`config.mk`:
```
export PLATFORM = sky130hd
export DESIGN_NAME = buffer_pool_frame_manager_core
export DESIGN_NICKNAME = d
export VERILOG_FILES = /design/src/rtl/bpfm_pkg.sv /design/src/rtl/buffer_pool_frame_manager_core.sv /design/src/rtl/bpfm_hash.sv
export SDC_FILE = /design/constraint.sdc
export NUM_CORES = 2
export LEC_CHECK = 0
export ABC_CLOCK_PERIOD_IN_PS = 7100
export BUFFER_PORTS_ARGS = -buffer_cell sky130_fd_sc_hd__buf_2
export CORE_MARGIN = 8
export CORE_UTILIZATION = 40
export CTS_CLUSTER_SIZE = 10
export DETAILED_ROUTE_END_ITERATION = 12
export PLACE_DENSITY = 0.67
export SETUP_SLACK_MARGIN = 0.05
export SLEW_MARGIN = 20
export SYNTH_ARGS = -nofsm -noshare
export SYNTH_HDL_FRONTEND = slang
export SYNTH_HIERARCHICAL = 1
export SYNTH_SLANG_ARGS = --single-unit
export TNS_END_PERCENT = 5
```
`constraint.sdc`:
```
create_clock -name aclk -period 7.1 [get_ports aclk]
set_input_delay 1.42 -clock aclk [delete_from_list [all_inputs] [get_ports aclk]]
set_output_delay 1.42 -clock aclk [all_outputs]
set_load 0.01 [all_outputs]
```
`src/rtl/bpfm_pkg.sv`:
```
// ----------------------------------------------------------------------------
// bpfm_pkg
// shared types and codes of the buffer pool frame manager
// ----------------------------------------------------------------------------
package bpfm_pkg;

    // number of buffer frames; frame fields and ports are four bits wide
    localparam int FRAMES = 16;

    // command codes
    localparam logic [2:0] CMD_FETCH  = 3'd0;
    localparam logic [2:0] CMD_CREATE = 3'd1;
    localparam logic [2:0] CMD_DIRTY  = 3'd2;
    localparam logic [2:0] CMD_UNPIN  = 3'd3;
    localparam logic [2:0] CMD_FLUSH  = 3'd4;

    // result status codes
    localparam logic [1:0] STAT_OK       = 2'd0;
    localparam logic [1:0] STAT_NO_FRAME = 2'd1;
    localparam logic [1:0] STAT_NO_DIRTY = 2'd2;

    // directory slot tags
    localparam logic [1:0] SLOT_EMPTY = 2'd0;
    localparam logic [1:0] SLOT_USED  = 2'd1;
    localparam logic [1:0] SLOT_TOMB  = 2'd2;

    // fnv-1a 64-bit offset basis; the prime 2^40 + 435 is applied by shift-add
    localparam logic [63:0] FNV_BASIS = 64'hcbf29ce484222325;

    localparam int MAX_RESULTS = 16;

    typedef enum logic [4:0] {
        ST_IDLE,
        ST_HASH,
        ST_PRB_RD,
        ST_PRB_CHK,
        ST_FR_RD,
        ST_FR_CHK,
        ST_HD_RD,
        ST_HD_CHK,
        ST_INS_RD,
        ST_INS_CHK,
        ST_FILL,
        ST_MD_RD,
        ST_MD_WR,
        ST_FL_RD,
        ST_FL_CHK,
        ST_FL_EMIT,
        ST_EMIT
    } state_t;

    typedef struct packed {
        logic        used;
        logic [15:0] tab;
        logic [31:0] blk;
        logic        dirty;
        logic        pinned;
    } frame_entry_t;

    typedef struct packed {
        logic [1:0]  status;
        logic        hit;
        logic [3:0]  frame;
        logic        read_needed;
        logic        evicted;
        logic        writeback;
        logic [15:0] wb_table;
        logic [31:0] wb_block;
        logic        last;
    } res_t;

endpackage

```
`src/rtl/buffer_pool_frame_manager_core.sv`:
```
// ----------------------------------------------------------------------------
// buffer_pool_frame_manager_core
// maps (table, block) keys to buffer frames with a hashed directory and
// round-robin replacement
// ----------------------------------------------------------------------------
// mark dirty / unpin read and write the frame entry when its index is in range; fetch
//   hashes the key and probes the directory; a miss adds the free search and the hand
//   sweep, a victim rehash and probe for the victim slot, insert probe, fill, result
// flush: reads each frame examined and returns one result per dirty frame; one
//   transaction at a time, set by the hash unit and the one-port memories
// reset: synchronous, active low; clears control, valid bits and hand, no sweep
// ----------------------------------------------------------------------------
module buffer_pool_frame_manager_core #(
    parameter int DIR_SLOTS = 32
) (
    input  logic        aclk,
    input  logic        aresetn,
    // configuration
    input  logic        cfg_wr_en,
    input  logic [4:0]  cfg_wr_data,
    // command channel
    input  logic        s_valid,
    output logic        s_ready,
    input  logic [2:0]  s_cmd,
    input  logic [15:0] s_table_id,
    input  logic [31:0] s_block_id,
    input  logic [3:0]  s_frame_index,
    // result channel
    output logic        m_valid,
    input  logic        m_ready,
    output logic [1:0]  m_status,
    output logic        m_hit,
    output logic [3:0]  m_frame,
    output logic        m_read_needed,
    output logic        m_evicted,
    output logic        m_writeback,
    output logic [15:0] m_wb_table,
    output logic [31:0] m_wb_block,
    output logic        m_last
);
    import bpfm_pkg::*;

    localparam int FW = $clog2(FRAMES);
    localparam int NW = $clog2(FRAMES + 1);
    localparam int SW = $clog2(DIR_SLOTS);
    localparam int PW = $clog2(DIR_SLOTS + 1);

    typedef struct packed {
        logic [1:0]    tag;
        logic [15:0]   tab;
        logic [31:0]   blk;
        logic [FW-1:0] fr;
    } dir_entry_t;

    // memories and their valid bits (an entry never written reads as reset)
    frame_entry_t fmem [FRAMES];
    logic [FRAMES-1:0] fval_reg;
    dir_entry_t dmem [DIR_SLOTS];
    logic [DIR_SLOTS-1:0] dval_reg;

    frame_entry_t f_rd_reg;
    logic         f_rdv_reg;
    dir_entry_t   d_rd_reg;
    logic         d_rdv_reg;

    // memory port controls
    logic          f_rd_en, f_wr_en, d_rd_en, d_wr_en;
    logic [FW-1:0] f_rd_addr, f_wr_addr;
    frame_entry_t  f_wr_data;
    logic [SW-1:0] d_rd_addr, d_wr_addr;
    dir_entry_t    d_wr_data;

    // sequencer state
    state_t        state_reg, state_next;
    logic [4:0]    fiu_reg;
    logic [NW-1:0] hand_reg, hand_next;
    logic [2:0]    cmd_reg, cmd_next;
    logic [15:0]   tab_reg, tab_next;
    logic [31:0]   blk_reg, blk_next;
    logic [3:0]    fi_reg, fi_next;
    logic [SW-1:0] home_reg, home_next;
    logic [SW-1:0] slot_reg, slot_next;
    logic [PW-1:0] pcnt_reg, pcnt_next;
    logic [NW-1:0] idx_reg, idx_next;
    logic [NW-1:0] cnt_reg, cnt_next;
    logic [FW-1:0] fr_reg, fr_next;
    frame_entry_t  vic_reg, vic_next;
    logic          vmode_reg, vmode_next;
    res_t          rslt_reg, rslt_next;
    logic          pend_reg, pend_next;
    logic [4:0]    k_reg, k_next;
    res_t          out_reg, out_next;
    logic          m_valid_reg, m_valid_next;

    // hash unit
    logic          hs_start, hs_done;
    logic [15:0]   hs_tab;
    logic [31:0]   hs_blk;
    logic [SW-1:0] hs_slot;

    logic          accept;
    logic          out_free;
    logic [NW-1:0] n_w;
    frame_entry_t  fent;
    dir_entry_t    dent;
    logic [SW-1:0] slot_inc;
    logic [15:0]   cmp_tab;
    logic [31:0]   cmp_blk;
    logic          key_match;
    logic          vic_wb;

    bpfm_hash #(.DIR_SLOTS(DIR_SLOTS)) u_hash (
        .aclk    (aclk),
        .aresetn (aresetn),
        .start   (hs_start),
        .tab     (hs_tab),
        .blk     (hs_blk),
        .done    (hs_done),
        .slot    (hs_slot)
    );

    assign accept   = s_valid && s_ready;
    assign s_ready  = (state_reg == ST_IDLE);
    // a waiting result leaves the output register free once it is taken
    assign out_free = !m_valid_reg || m_ready;
    // managed frame count, clipped to the pool size
    assign n_w = (8'(fiu_reg) > 8'(FRAMES)) ? NW'(FRAMES) : NW'(fiu_reg);

    assign fent = f_rdv_reg ? f_rd_reg : '0;
    assign dent = d_rdv_reg ? d_rd_reg : '0;

    assign slot_inc  = (slot_reg == SW'(DIR_SLOTS - 1)) ? '0 : slot_reg + 1'b1;
    // lookup compares the requested key, victim search the evicted page's key
    assign cmp_tab   = vmode_reg ? vic_reg.tab : tab_reg;
    assign cmp_blk   = vmode_reg ? vic_reg.blk : blk_reg;
    assign key_match = (dent.tab == cmp_tab) && (dent.blk == cmp_blk)
                    && (!vmode_reg || dent.fr == fr_reg);
    assign vic_wb    = vic_reg.used && vic_reg.dirty;

    // hash key is taken from the ports at accept, from the victim at sweep
    assign hs_tab = (state_reg == ST_IDLE) ? s_table_id : fent.tab;
    assign hs_blk = (state_reg == ST_IDLE) ? s_block_id : fent.blk;

    always_comb begin
        state_next   = state_reg;
        hand_next    = hand_reg;
        cmd_next     = cmd_reg;
        tab_next     = tab_reg;
        blk_next     = blk_reg;
        fi_next      = fi_reg;
        home_next    = home_reg;
        slot_next    = slot_reg;
        pcnt_next    = pcnt_reg;
        idx_next     = idx_reg;
        cnt_next     = cnt_reg;
        fr_next      = fr_reg;
        vic_next     = vic_reg;
        vmode_next   = vmode_reg;
        rslt_next    = rslt_reg;
        pend_next    = pend_reg;
        k_next       = k_reg;
        out_next     = out_reg;
        m_valid_next = m_valid_reg;
        hs_start     = 1'b0;
        f_rd_en      = 1'b0;
        f_rd_addr    = idx_reg[FW-1:0];
        f_wr_en      = 1'b0;
        f_wr_addr    = fr_reg;
        f_wr_data    = fent;
        d_rd_en      = 1'b0;
        d_rd_addr    = slot_reg;
        d_wr_en      = 1'b0;
        d_wr_addr    = slot_reg;
        d_wr_data    = dent;

        if (m_valid_reg && m_ready) begin
            m_valid_next = 1'b0;
        end

        unique case (state_reg)
            ST_IDLE: begin
                if (accept) begin
                    cmd_next   = s_cmd;
                    tab_next   = s_table_id;
                    blk_next   = s_block_id;
                    fi_next    = s_frame_index;
                    vmode_next = 1'b0;
                    rslt_next  = '0;
                    rslt_next.last = 1'b1;
                    unique case (s_cmd) inside
                        CMD_FETCH, CMD_CREATE: begin
                            hs_start   = 1'b1;
                            state_next = ST_HASH;
                        end
                        CMD_DIRTY, CMD_UNPIN: begin
                            rslt_next.frame = s_frame_index;
                            if (8'(s_frame_index) < 8'(n_w)) begin
                                state_next = ST_MD_RD;
                            end else begin
                                state_next = ST_EMIT;
                            end
                        end
                        CMD_FLUSH: begin
                            idx_next   = '0;
                            k_next     = '0;
                            pend_next  = 1'b0;
                            state_next = ST_FL_RD;
                        end
                        default: begin
                            // unknown command: dropped, no result
                            state_next = ST_IDLE;
                        end
                    endcase
                end
            end

            ST_HASH: begin
                if (hs_done) begin
                    pcnt_next = '0;
                    if (vmode_reg) begin
                        slot_next  = hs_slot;
                        state_next = ST_PRB_RD;
                    end else begin
                        home_next = hs_slot;
                        if (cmd_reg == CMD_FETCH) begin
                            slot_next  = hs_slot;
                            state_next = ST_PRB_RD;
                        end else begin
                            idx_next   = '0;
                            state_next = ST_FR_RD;
                        end
                    end
                end
            end

            // linear probe, shared by lookup and victim slot search
            ST_PRB_RD: begin
                if (pcnt_reg == PW'(DIR_SLOTS)) begin
                    if (vmode_reg) begin
                        slot_next  = home_reg;
                        pcnt_next  = '0;
                        state_next = ST_INS_RD;
                    end else begin
                        idx_next   = '0;
                        state_next = ST_FR_RD;
                    end
                end else begin
                    d_rd_en    = 1'b1;
                    state_next = ST_PRB_CHK;
                end
            end

            ST_PRB_CHK: begin
                if (dent.tag == SLOT_EMPTY) begin
                    if (vmode_reg) begin
                        slot_next  = home_reg;
                        pcnt_next  = '0;
                        state_next = ST_INS_RD;
                    end else begin
                        idx_next   = '0;
                        state_next = ST_FR_RD;
                    end
                end else if (dent.tag == SLOT_USED && key_match) begin
                    if (vmode_reg) begin
                        // tombstone the victim's own mapping
                        d_wr_en       = 1'b1;
                        d_wr_data.tag = SLOT_TOMB;
                        slot_next     = home_reg;
                        pcnt_next     = '0;
                        state_next    = ST_INS_RD;
                    end else begin
                        rslt_next.hit   = 1'b1;
                        rslt_next.frame = 4'(dent.fr);
                        state_next      = ST_EMIT;
                    end
                end else begin
                    slot_next  = slot_inc;
                    pcnt_next  = pcnt_reg + 1'b1;
                    state_next = ST_PRB_RD;
                end
            end

            // lowest free frame below the managed count
            ST_FR_RD: begin
                if (idx_reg == n_w) begin
                    idx_next   = (hand_reg < n_w) ? hand_reg : '0;
                    cnt_next   = '0;
                    state_next = ST_HD_RD;
                end else begin
                    f_rd_en    = 1'b1;
                    state_next = ST_FR_CHK;
                end
            end

            ST_FR_CHK: begin
                if (!fent.used) begin
                    fr_next    = idx_reg[FW-1:0];
                    vic_next   = '0;
                    slot_next  = home_reg;
                    pcnt_next  = '0;
                    state_next = ST_INS_RD;
                end else begin
                    idx_next   = idx_reg + 1'b1;
                    state_next = ST_FR_RD;
                end
            end

            // round-robin hand over pinned frames
            ST_HD_RD: begin
                if (cnt_reg == n_w) begin
                    rslt_next.status = STAT_NO_FRAME;
                    state_next       = ST_EMIT;
                end else begin
                    f_rd_en    = 1'b1;
                    state_next = ST_HD_CHK;
                end
            end

            ST_HD_CHK: begin
                if (!fent.pinned) begin
                    fr_next   = idx_reg[FW-1:0];
                    hand_next = idx_reg + 1'b1;
                    vic_next  = fent;
                    if (fent.used) begin
                        hs_start   = 1'b1;
                        vmode_next = 1'b1;
                        state_next = ST_HASH;
                    end else begin
                        slot_next  = home_reg;
                        pcnt_next  = '0;
                        state_next = ST_INS_RD;
                    end
                end else begin
                    idx_next   = (idx_reg + 1'b1 < n_w) ? idx_reg + 1'b1 : '0;
                    cnt_next   = cnt_reg + 1'b1;
                    state_next = ST_HD_RD;
                end
            end

            // first empty or tombstone slot from home; full directory skips
            ST_INS_RD: begin
                if (pcnt_reg == PW'(DIR_SLOTS)) begin
                    state_next = ST_FILL;
                end else begin
                    d_rd_en    = 1'b1;
                    state_next = ST_INS_CHK;
                end
            end

            ST_INS_CHK: begin
                if (dent.tag != SLOT_USED) begin
                    d_wr_en    = 1'b1;
                    d_wr_data  = '{tag: SLOT_USED, tab: tab_reg, blk: blk_reg, fr: fr_reg};
                    state_next = ST_FILL;
                end else begin
                    slot_next  = slot_inc;
                    pcnt_next  = pcnt_reg + 1'b1;
                    state_next = ST_INS_RD;
                end
            end

            ST_FILL: begin
                f_wr_en   = 1'b1;
                f_wr_data = '{used: 1'b1, tab: tab_reg, blk: blk_reg,
                              dirty: (cmd_reg == CMD_CREATE), pinned: 1'b1};
                rslt_next.frame       = 4'(fr_reg);
                rslt_next.read_needed = (cmd_reg != CMD_CREATE);
                rslt_next.evicted     = vic_reg.used;
                rslt_next.writeback   = vic_wb;
                rslt_next.wb_table    = vic_wb ? vic_reg.tab : 16'd0;
                rslt_next.wb_block    = vic_wb ? vic_reg.blk : 32'd0;
                state_next            = ST_EMIT;
            end

            // mark dirty / unpin read-modify-write
            ST_MD_RD: begin
                f_rd_en    = 1'b1;
                f_rd_addr  = fi_reg[FW-1:0];
                state_next = ST_MD_WR;
            end

            ST_MD_WR: begin
                f_wr_en   = 1'b1;
                f_wr_addr = fi_reg[FW-1:0];
                if (cmd_reg == CMD_DIRTY) begin
                    f_wr_data.dirty = 1'b1;
                end else begin
                    f_wr_data.pinned = 1'b0;
                end
                state_next = ST_EMIT;
            end

            // flush: one result held back so the final one carries last
            ST_FL_RD: begin
                if (idx_reg == n_w || k_reg == 5'(MAX_RESULTS)) begin
                    if (pend_reg) begin
                        rslt_next.last = 1'b1;
                    end else begin
                        rslt_next        = '0;
                        rslt_next.status = STAT_NO_DIRTY;
                        rslt_next.last   = 1'b1;
                    end
                    state_next = ST_EMIT;
                end else begin
                    f_rd_en    = 1'b1;
                    state_next = ST_FL_CHK;
                end
            end

            ST_FL_CHK: begin
                if (fent.used && fent.dirty) begin
                    f_wr_en         = 1'b1;
                    f_wr_addr       = idx_reg[FW-1:0];
                    f_wr_data.dirty = 1'b0;
                    if (pend_reg) begin
                        state_next = ST_FL_EMIT;
                    end else begin
                        rslt_next           = '0;
                        rslt_next.frame     = 4'(idx_reg);
                        rslt_next.writeback = 1'b1;
                        rslt_next.wb_table  = fent.tab;
                        rslt_next.wb_block  = fent.blk;
                        pend_next           = 1'b1;
                        k_next              = k_reg + 1'b1;
                        idx_next            = idx_reg + 1'b1;
                        state_next          = ST_FL_RD;
                    end
                end else begin
                    idx_next   = idx_reg + 1'b1;
                    state_next = ST_FL_RD;
                end
            end

            ST_FL_EMIT: begin
                if (out_free) begin
                    out_next            = rslt_reg;
                    m_valid_next        = 1'b1;
                    rslt_next           = '0;
                    rslt_next.frame     = 4'(idx_reg);
                    rslt_next.writeback = 1'b1;
                    rslt_next.wb_table  = fent.tab;
                    rslt_next.wb_block  = fent.blk;
                    k_next              = k_reg + 1'b1;
                    idx_next            = idx_reg + 1'b1;
                    state_next          = ST_FL_RD;
                end
            end

            ST_EMIT: begin
                if (out_free) begin
                    out_next     = rslt_reg;
                    m_valid_next = 1'b1;
                    state_next   = ST_IDLE;
                end
            end

            default: begin
                state_next = ST_IDLE;
            end
        endcase
    end

    // control registers
    always_ff @(posedge aclk) begin
        if (!aresetn) begin
            state_reg   <= ST_IDLE;
            fiu_reg     <= 5'd16;
            hand_reg    <= '0;
            m_valid_reg <= 1'b0;
            pend_reg    <= 1'b0;
            vmode_reg   <= 1'b0;
            fval_reg    <= '0;
            dval_reg    <= '0;
        end else begin
            state_reg   <= state_next;
            hand_reg    <= hand_next;
            m_valid_reg <= m_valid_next;
            pend_reg    <= pend_next;
            vmode_reg   <= vmode_next;
            if (cfg_wr_en) begin
                fiu_reg <= cfg_wr_data;
            end
            if (f_wr_en) begin
                fval_reg[f_wr_addr] <= 1'b1;
            end
            if (d_wr_en) begin
                dval_reg[d_wr_addr] <= 1'b1;
            end
        end
    end

    // payload registers
    always_ff @(posedge aclk) begin
        cmd_reg  <= cmd_next;
        tab_reg  <= tab_next;
        blk_reg  <= blk_next;
        fi_reg   <= fi_next;
        home_reg <= home_next;
        slot_reg <= slot_next;
        pcnt_reg <= pcnt_next;
        idx_reg  <= idx_next;
        cnt_reg  <= cnt_next;
        fr_reg   <= fr_next;
        vic_reg  <= vic_next;
        rslt_reg <= rslt_next;
        k_reg    <= k_next;
        out_reg  <= out_next;
    end

    // frame table memory, registered read
    always_ff @(posedge aclk) begin
        if (f_wr_en) begin
            fmem[f_wr_addr] <= f_wr_data;
        end
        if (f_rd_en) begin
            f_rd_reg  <= fmem[f_rd_addr];
            f_rdv_reg <= fval_reg[f_rd_addr];
        end
    end

    // key directory memory, registered read
    always_ff @(posedge aclk) begin
        if (d_wr_en) begin
            dmem[d_wr_addr] <= d_wr_data;
        end
        if (d_rd_en) begin
            d_rd_reg  <= dmem[d_rd_addr];
            d_rdv_reg <= dval_reg[d_rd_addr];
        end
    end

    assign m_valid       = m_valid_reg;
    assign m_status      = out_reg.status;
    assign m_hit         = out_reg.hit;
    assign m_frame       = out_reg.frame;
    assign m_read_needed = out_reg.read_needed;
    assign m_evicted     = out_reg.evicted;
    assign m_writeback   = out_reg.writeback;
    assign m_wb_table    = out_reg.wb_table;
    assign m_wb_block    = out_reg.wb_block;
    assign m_last        = out_reg.last;

    // a known command always leaves idle: the block is not ready in the cycle after accept
    a_busy_after_accept: assert property (@(posedge aclk) disable iff (!aresetn)
        (accept && s_cmd <= CMD_FLUSH) |=> !s_ready)
        else $error("block still ready after accepting a command");

    // a result staged for output lands in the output register
    a_emit_loads: assert property (@(posedge aclk) disable iff (!aresetn)
        ((state_reg == ST_EMIT || state_reg == ST_FL_EMIT) && out_free) |=> m_valid)
        else $error("staged result not loaded");

    // the hand never exceeds the pool size
    a_hand_range: assert property (@(posedge aclk) disable iff (!aresetn)
        hand_reg <= NW'(FRAMES))
        else $error("clock hand out of range");

    // the hash unit only completes while the sequencer waits for it
    a_hash_wait: assert property (@(posedge aclk) disable iff (!aresetn)
        hs_done |-> (state_reg == ST_HASH))
        else $error("hash finished outside its wait state");

endmodule

```
`src/rtl/bpfm_hash.sv`:
```
// ----------------------------------------------------------------------------
// bpfm_hash
// fnv-1a over the six key bytes and two zero bytes, then reduction to a directory slot
// ----------------------------------------------------------------------------
module bpfm_hash #(
    parameter int DIR_SLOTS = 32
) (
    input  logic                         aclk,
    input  logic                         aresetn,
    input  logic                         start,
    input  logic [15:0]                  tab,
    input  logic [31:0]                  blk,
    output logic                         done,
    output logic [$clog2(DIR_SLOTS)-1:0] slot
);
    import bpfm_pkg::*;

    localparam int SW = $clog2(DIR_SLOTS);

    logic          run_reg;
    logic          done_reg;
    logic [3:0]    step_reg;
    logic [63:0]   h_reg;
    logic [47:0]   key_reg;
    logic [SW-1:0] r_reg;

    logic [63:0]   h_x;
    logic [63:0]   h_mul;
    logic [SW:0]   t;

    always_comb begin
        h_x   = h_reg ^ {56'd0, key_reg[7:0]};
        h_mul = (h_x << 40) + (h_x << 8) + (h_x << 7) + (h_x << 5)
              + (h_x << 4) + (h_x << 1) + h_x;
        // eight bits of restoring reduction per cycle
        t = {1'b0, r_reg};
        for (int k = 0; k < 8; k++) begin
            t = {t[SW-1:0], h_reg[63-k]};
            if (t >= (SW+1)'(DIR_SLOTS)) begin
                t = t - (SW+1)'(DIR_SLOTS);
            end
        end
    end

    always_ff @(posedge aclk) begin
        if (!aresetn) begin
            run_reg  <= 1'b0;
            done_reg <= 1'b0;
            step_reg <= '0;
        end else begin
            done_reg <= 1'b0;
            if (start) begin
                run_reg  <= 1'b1;
                step_reg <= '0;
            end else if (run_reg) begin
                step_reg <= step_reg + 1'b1;
                if (step_reg == 4'd15) begin
                    run_reg  <= 1'b0;
                    done_reg <= 1'b1;
                end
            end
        end
    end

    always_ff @(posedge aclk) begin
        if (start) begin
            h_reg   <= FNV_BASIS;
            key_reg <= {tab, blk};
            r_reg   <= '0;
        end else if (run_reg) begin
            if (!step_reg[3]) begin
                h_reg   <= h_mul;
                key_reg <= key_reg >> 8;
            end else begin
                h_reg <= h_reg << 8;
                r_reg <= t[SW-1:0];
            end
        end
    end

    assign done = done_reg;
    assign slot = r_reg;

endmodule

```
==> summary.txt <==
Critical path
  • CP max-delay cell: xor2_1
  • Buf+Inv Stages, Crit Path: 2
  • Origin of the critical flop-to-flop path: u_hash/key_reg[7]$_DFFE_PP_
  • CP max stage delay: about 0.67 ns
  • Critical path type: reg -> reg
  • Critical path cell sequence: xor2_1, inv_1, fa_1, inv_1, fa_1, fa_1, ha_1, ha_1, nand4_1, nor3_1, nand4_1, a211oi_1, o211ai_1, a311oi_1, nor4_1, or3_1, nand3_1
  • Crit. End Element: flip-flop
  • Startpoint types: flip-flop
  • Most frequent CP cell: fa_1
  • Critical R2R Capture: u_hash/h_reg[60]$_SDFFE_PP0P_
  • CP top delay family: adder cells
  • Reg2Reg Setup Slack: 0.73 ns
  • CP Max Fanout: 8
  • Critical Path AT: 7.14 ns
  • Critical path required time: ~7.9 ns
  • Register-to-Register Path Depth: 17

Logic synthesis
  • Synth area leader: edfxtp_1
  • Warnings, synthesis: 6
  • Syn Nets: 7830
  • Cell count after synthesis: 7404
  • Flops & latches, synth: slightly above 3000
  • Async S/R FF share, synth: 0%
  • Synth unique cells: 95
  • Register area share after synthesis: a little over two thirds
  • Synth Area per Inst: about 18 sq um
  • Area share of the largest cell type after synthesis: between 60% and 70%
  • Synth Cell Area: ~0.13 sq mm
  • Post-synth EDFFs: between 2000 and 3000
  • Top cells by area, synth: edfxtp_1 (68%), mux4_2 (11%), fa_1 (3.5%), dfxtp_1 (2.1%), nand2_1 (1.7%)
  • Post-synth top flop: edfxtp_1
  • Commonest cells in the netlist: edfxtp_1 (2957), mux4_2 (648), nand2_1 (581)
  • Most frequent cell after synthesis: edfxtp_1

Floorplan
  • Initial Util: approximately two fifths
  • Die Wd: 586 um
  • Die Y: ~590 um
  • Die area: 0.344 sq mm
  • FP Rows: about 210
  • Core area: 0.324 sq mm
  • Ports: between 100 and 150

Global route
  • Vias in the first global route: a little over 70000
  • Largest net degree at the start of global routing: ~140
  • First-pass GRT wire length: approximately 520000 um
  • Gr ovfl total: 0
  • GRT Total Usage: about a fifth
  • Initial antenna violation count: 14

Detailed routing
  • Wirelength per Cell: 29.9 um
  • Post-route ant nets: 0
  • Total routed wirelength: about 360000 um
  • DR pass1 iterations: 6
  • Via Count: 72900
  • Remaining DRCs: 0
  • Drt first-iter violations: between 9000 and 10000
  • Vias per cell: 6.00

Finish
  • Ratio of cells with drive above 1 in the final layout: 20.3%
  • Filler cell count: roughly 27000
  • Utilization after layout: between 40% and 50%
  • NumNets Final: 8148
  • Final instance area: 0.147 sq mm
  • Max reg flops: about 1700
  • Syn-to-layout area delta: 13.3%

CTS
  • TritonCTS buffer count: roughly 360
  • CTS tree: built
  • Post-CTS Hold Buffers: 0
  • CTS H-tree lvls: 5
  • Cts repair resizes: 0
  • CTS root buf: clkbuf_16
  • Clock latency at the later pin of the worst-skew pair: ~0.9 ns
  • Longest Clk Path Bufs: 4
  • CTS clk-pin slew, worst paths: about 0.06 ns
  • Clock sink count: 3095
  • Post-CTS Setup Repair Bufs: 0

Placed design
  • Routability Congestion: about 0.90
  • Post-DP Area: between 0.1 and 0.15 sq mm
  • I/O Buffers: 125
  • DP Wirelength: approximately 210000 um

Min path
  • Hold Path Origin: rslt_reg[35]$_DFFE_PP_
  • Hold depth: 0
  • Worst Hold End: m_wb_table[2]$_DFFE_PP_
  • Min-delay worst type: reg -> reg

Timing
  • RSZ-0062 raised after global routing: no
  • Hold Fails Final Rpt: 0
  • Highest clock rate: ~160 MHz
  • Fin crit period: between 6 and 7 ns
  • Final Skew: 0.0852 ns
  • Setup violations, final: 0
  • Max transition margin: 21.9%
  • Setup TNS: 0 ns
  • Final Max Slew Viols: 0
  • Hold slack: 0.415 ns
  • Final Cycle Share: around nine tenths
  • Least-Margin Pin Slew: between 1 and 1.5 ns

Job
  • Max Cap Viol: 0

Run status
  • Status: completed
[cell usage in the layout (no fill, tap or decap), drive strengths merged, types with 8 or more instances in the layout]
| master | count |
|---|---|
| buf | 350 |
| o21ai | 338 |
| o211ai | 32 |
| and3 | 19 |
| nor4 | 17 |
| a21o | 29 |
| clkbuf | 424 |
| dfxtp | 138 |
| o21bai | 12 |
| a221oi | 11 |
| nor2 | 252 |
| nand2b | 21 |
| clkinv | 12 |
| mux2 | 51 |
| nor2b | 19 |
| fa | 230 |
| a31oi | 77 |
| o31a | 8 |
| a21oi | 118 |
| nand3 | 42 |
| a211o | 8 |
| mux2i | 70 |
| o21a | 26 |
| o22ai | 16 |
| ha | 131 |
| xor2 | 71 |
| mux4 | 648 |
| nor3 | 53 |
| nand2 | 581 |
| a221o | 8 |
| and2 | 77 |
| nand4 | 64 |
| a22oi | 229 |
| edfxtp | 2957 |
| or3 | 8 |
| a211oi | 77 |
| xnor2 | 52 |
| inv | 430 |
[logic make-up (layout without fill, tap and decap cells)]
kind of cell    after synthesis  after routing  synth area share, %
other cells                   0              7                    0
buf+inv                     809           1219                 2.41
xor+xnor                    123            123                0.828
mux                         769            769                 12.2
simple gates               1190           1190                 4.13
compound gates             1057           1057                 5.30
fa+ha+maj                   361            361                 4.80
flops                      3095           3095                 70.4
[area by class of cell]
cell class	instances	area [sq um]	share of cell area, %
Clock buffer	424	9270	6.29
Multi-Input combinational cell	3500	36400	24.7
Antenna cell	7	17.5	0.0119
Tap cell	4325	5410	3.67
Clock inverter	25	362	0.245
Inverter	420	1580	1.07
Timing Repair Buffer	350	2830	1.92
Sequential cell	3095	91600	62.1
[per-layer routing]
metal,global-route usage (%),wire [um],vias to the layer above,share of wire (%)
li1,-,-,29500,-
met1,29.3,143000,38300,39
met2,32.2,168000,4377,46
met3,3.79,37800,615,10
met4,7.16,14500,0,4.0
met5,0,0,-,0
[through the flow]
| step | setup WS, ns | cells |
|---|---|---|
| 5_1_grt | 0.263 | 12100 |
| 2_1_floorplan | 0.175 | 7404 |
| 4_1_cts | 0.743 | 12100 |
| 3_3_place_gp | 0.827 | 11700 |
| 3_5_place_dp | 0.782 | 11700 |
| 6_report | 0.734 | 12100 |
[worst max-delay path by stage]
stage	from	to	slack, ns	depth (start not counted)
after CTS	u_hash/h_reg[7]$_SDFFE_PP0P_	u_hash/h_reg[44]$_SDFFE_PP1P_	0.74	17
after global routing	u_hash/h_reg[7]$_SDFFE_PP0P_	u_hash/h_reg[44]$_SDFFE_PP1P_	0.26	17
final	u_hash/key_reg[7]$_DFFE_PP_	u_hash/h_reg[60]$_SDFFE_PP0P_	0.73	17
after floorplan	vmode_reg$_SDFFE_PN0P_	dmem[31][0]$_DFFE_PP_	0.17	12
after global placement	u_hash/key_reg[7]$_DFFE_PP_	u_hash/h_reg[60]$_SDFFE_PP0P_	0.83	17
after detailed placement	u_hash/h_reg[7]$_SDFFE_PP0P_	u_hash/h_reg[59]$_SDFFE_PP1P_	0.78	17
Power is not shown: default switching activity piles up to over one toggle a cycle in this logic, so the estimate is an artifact.
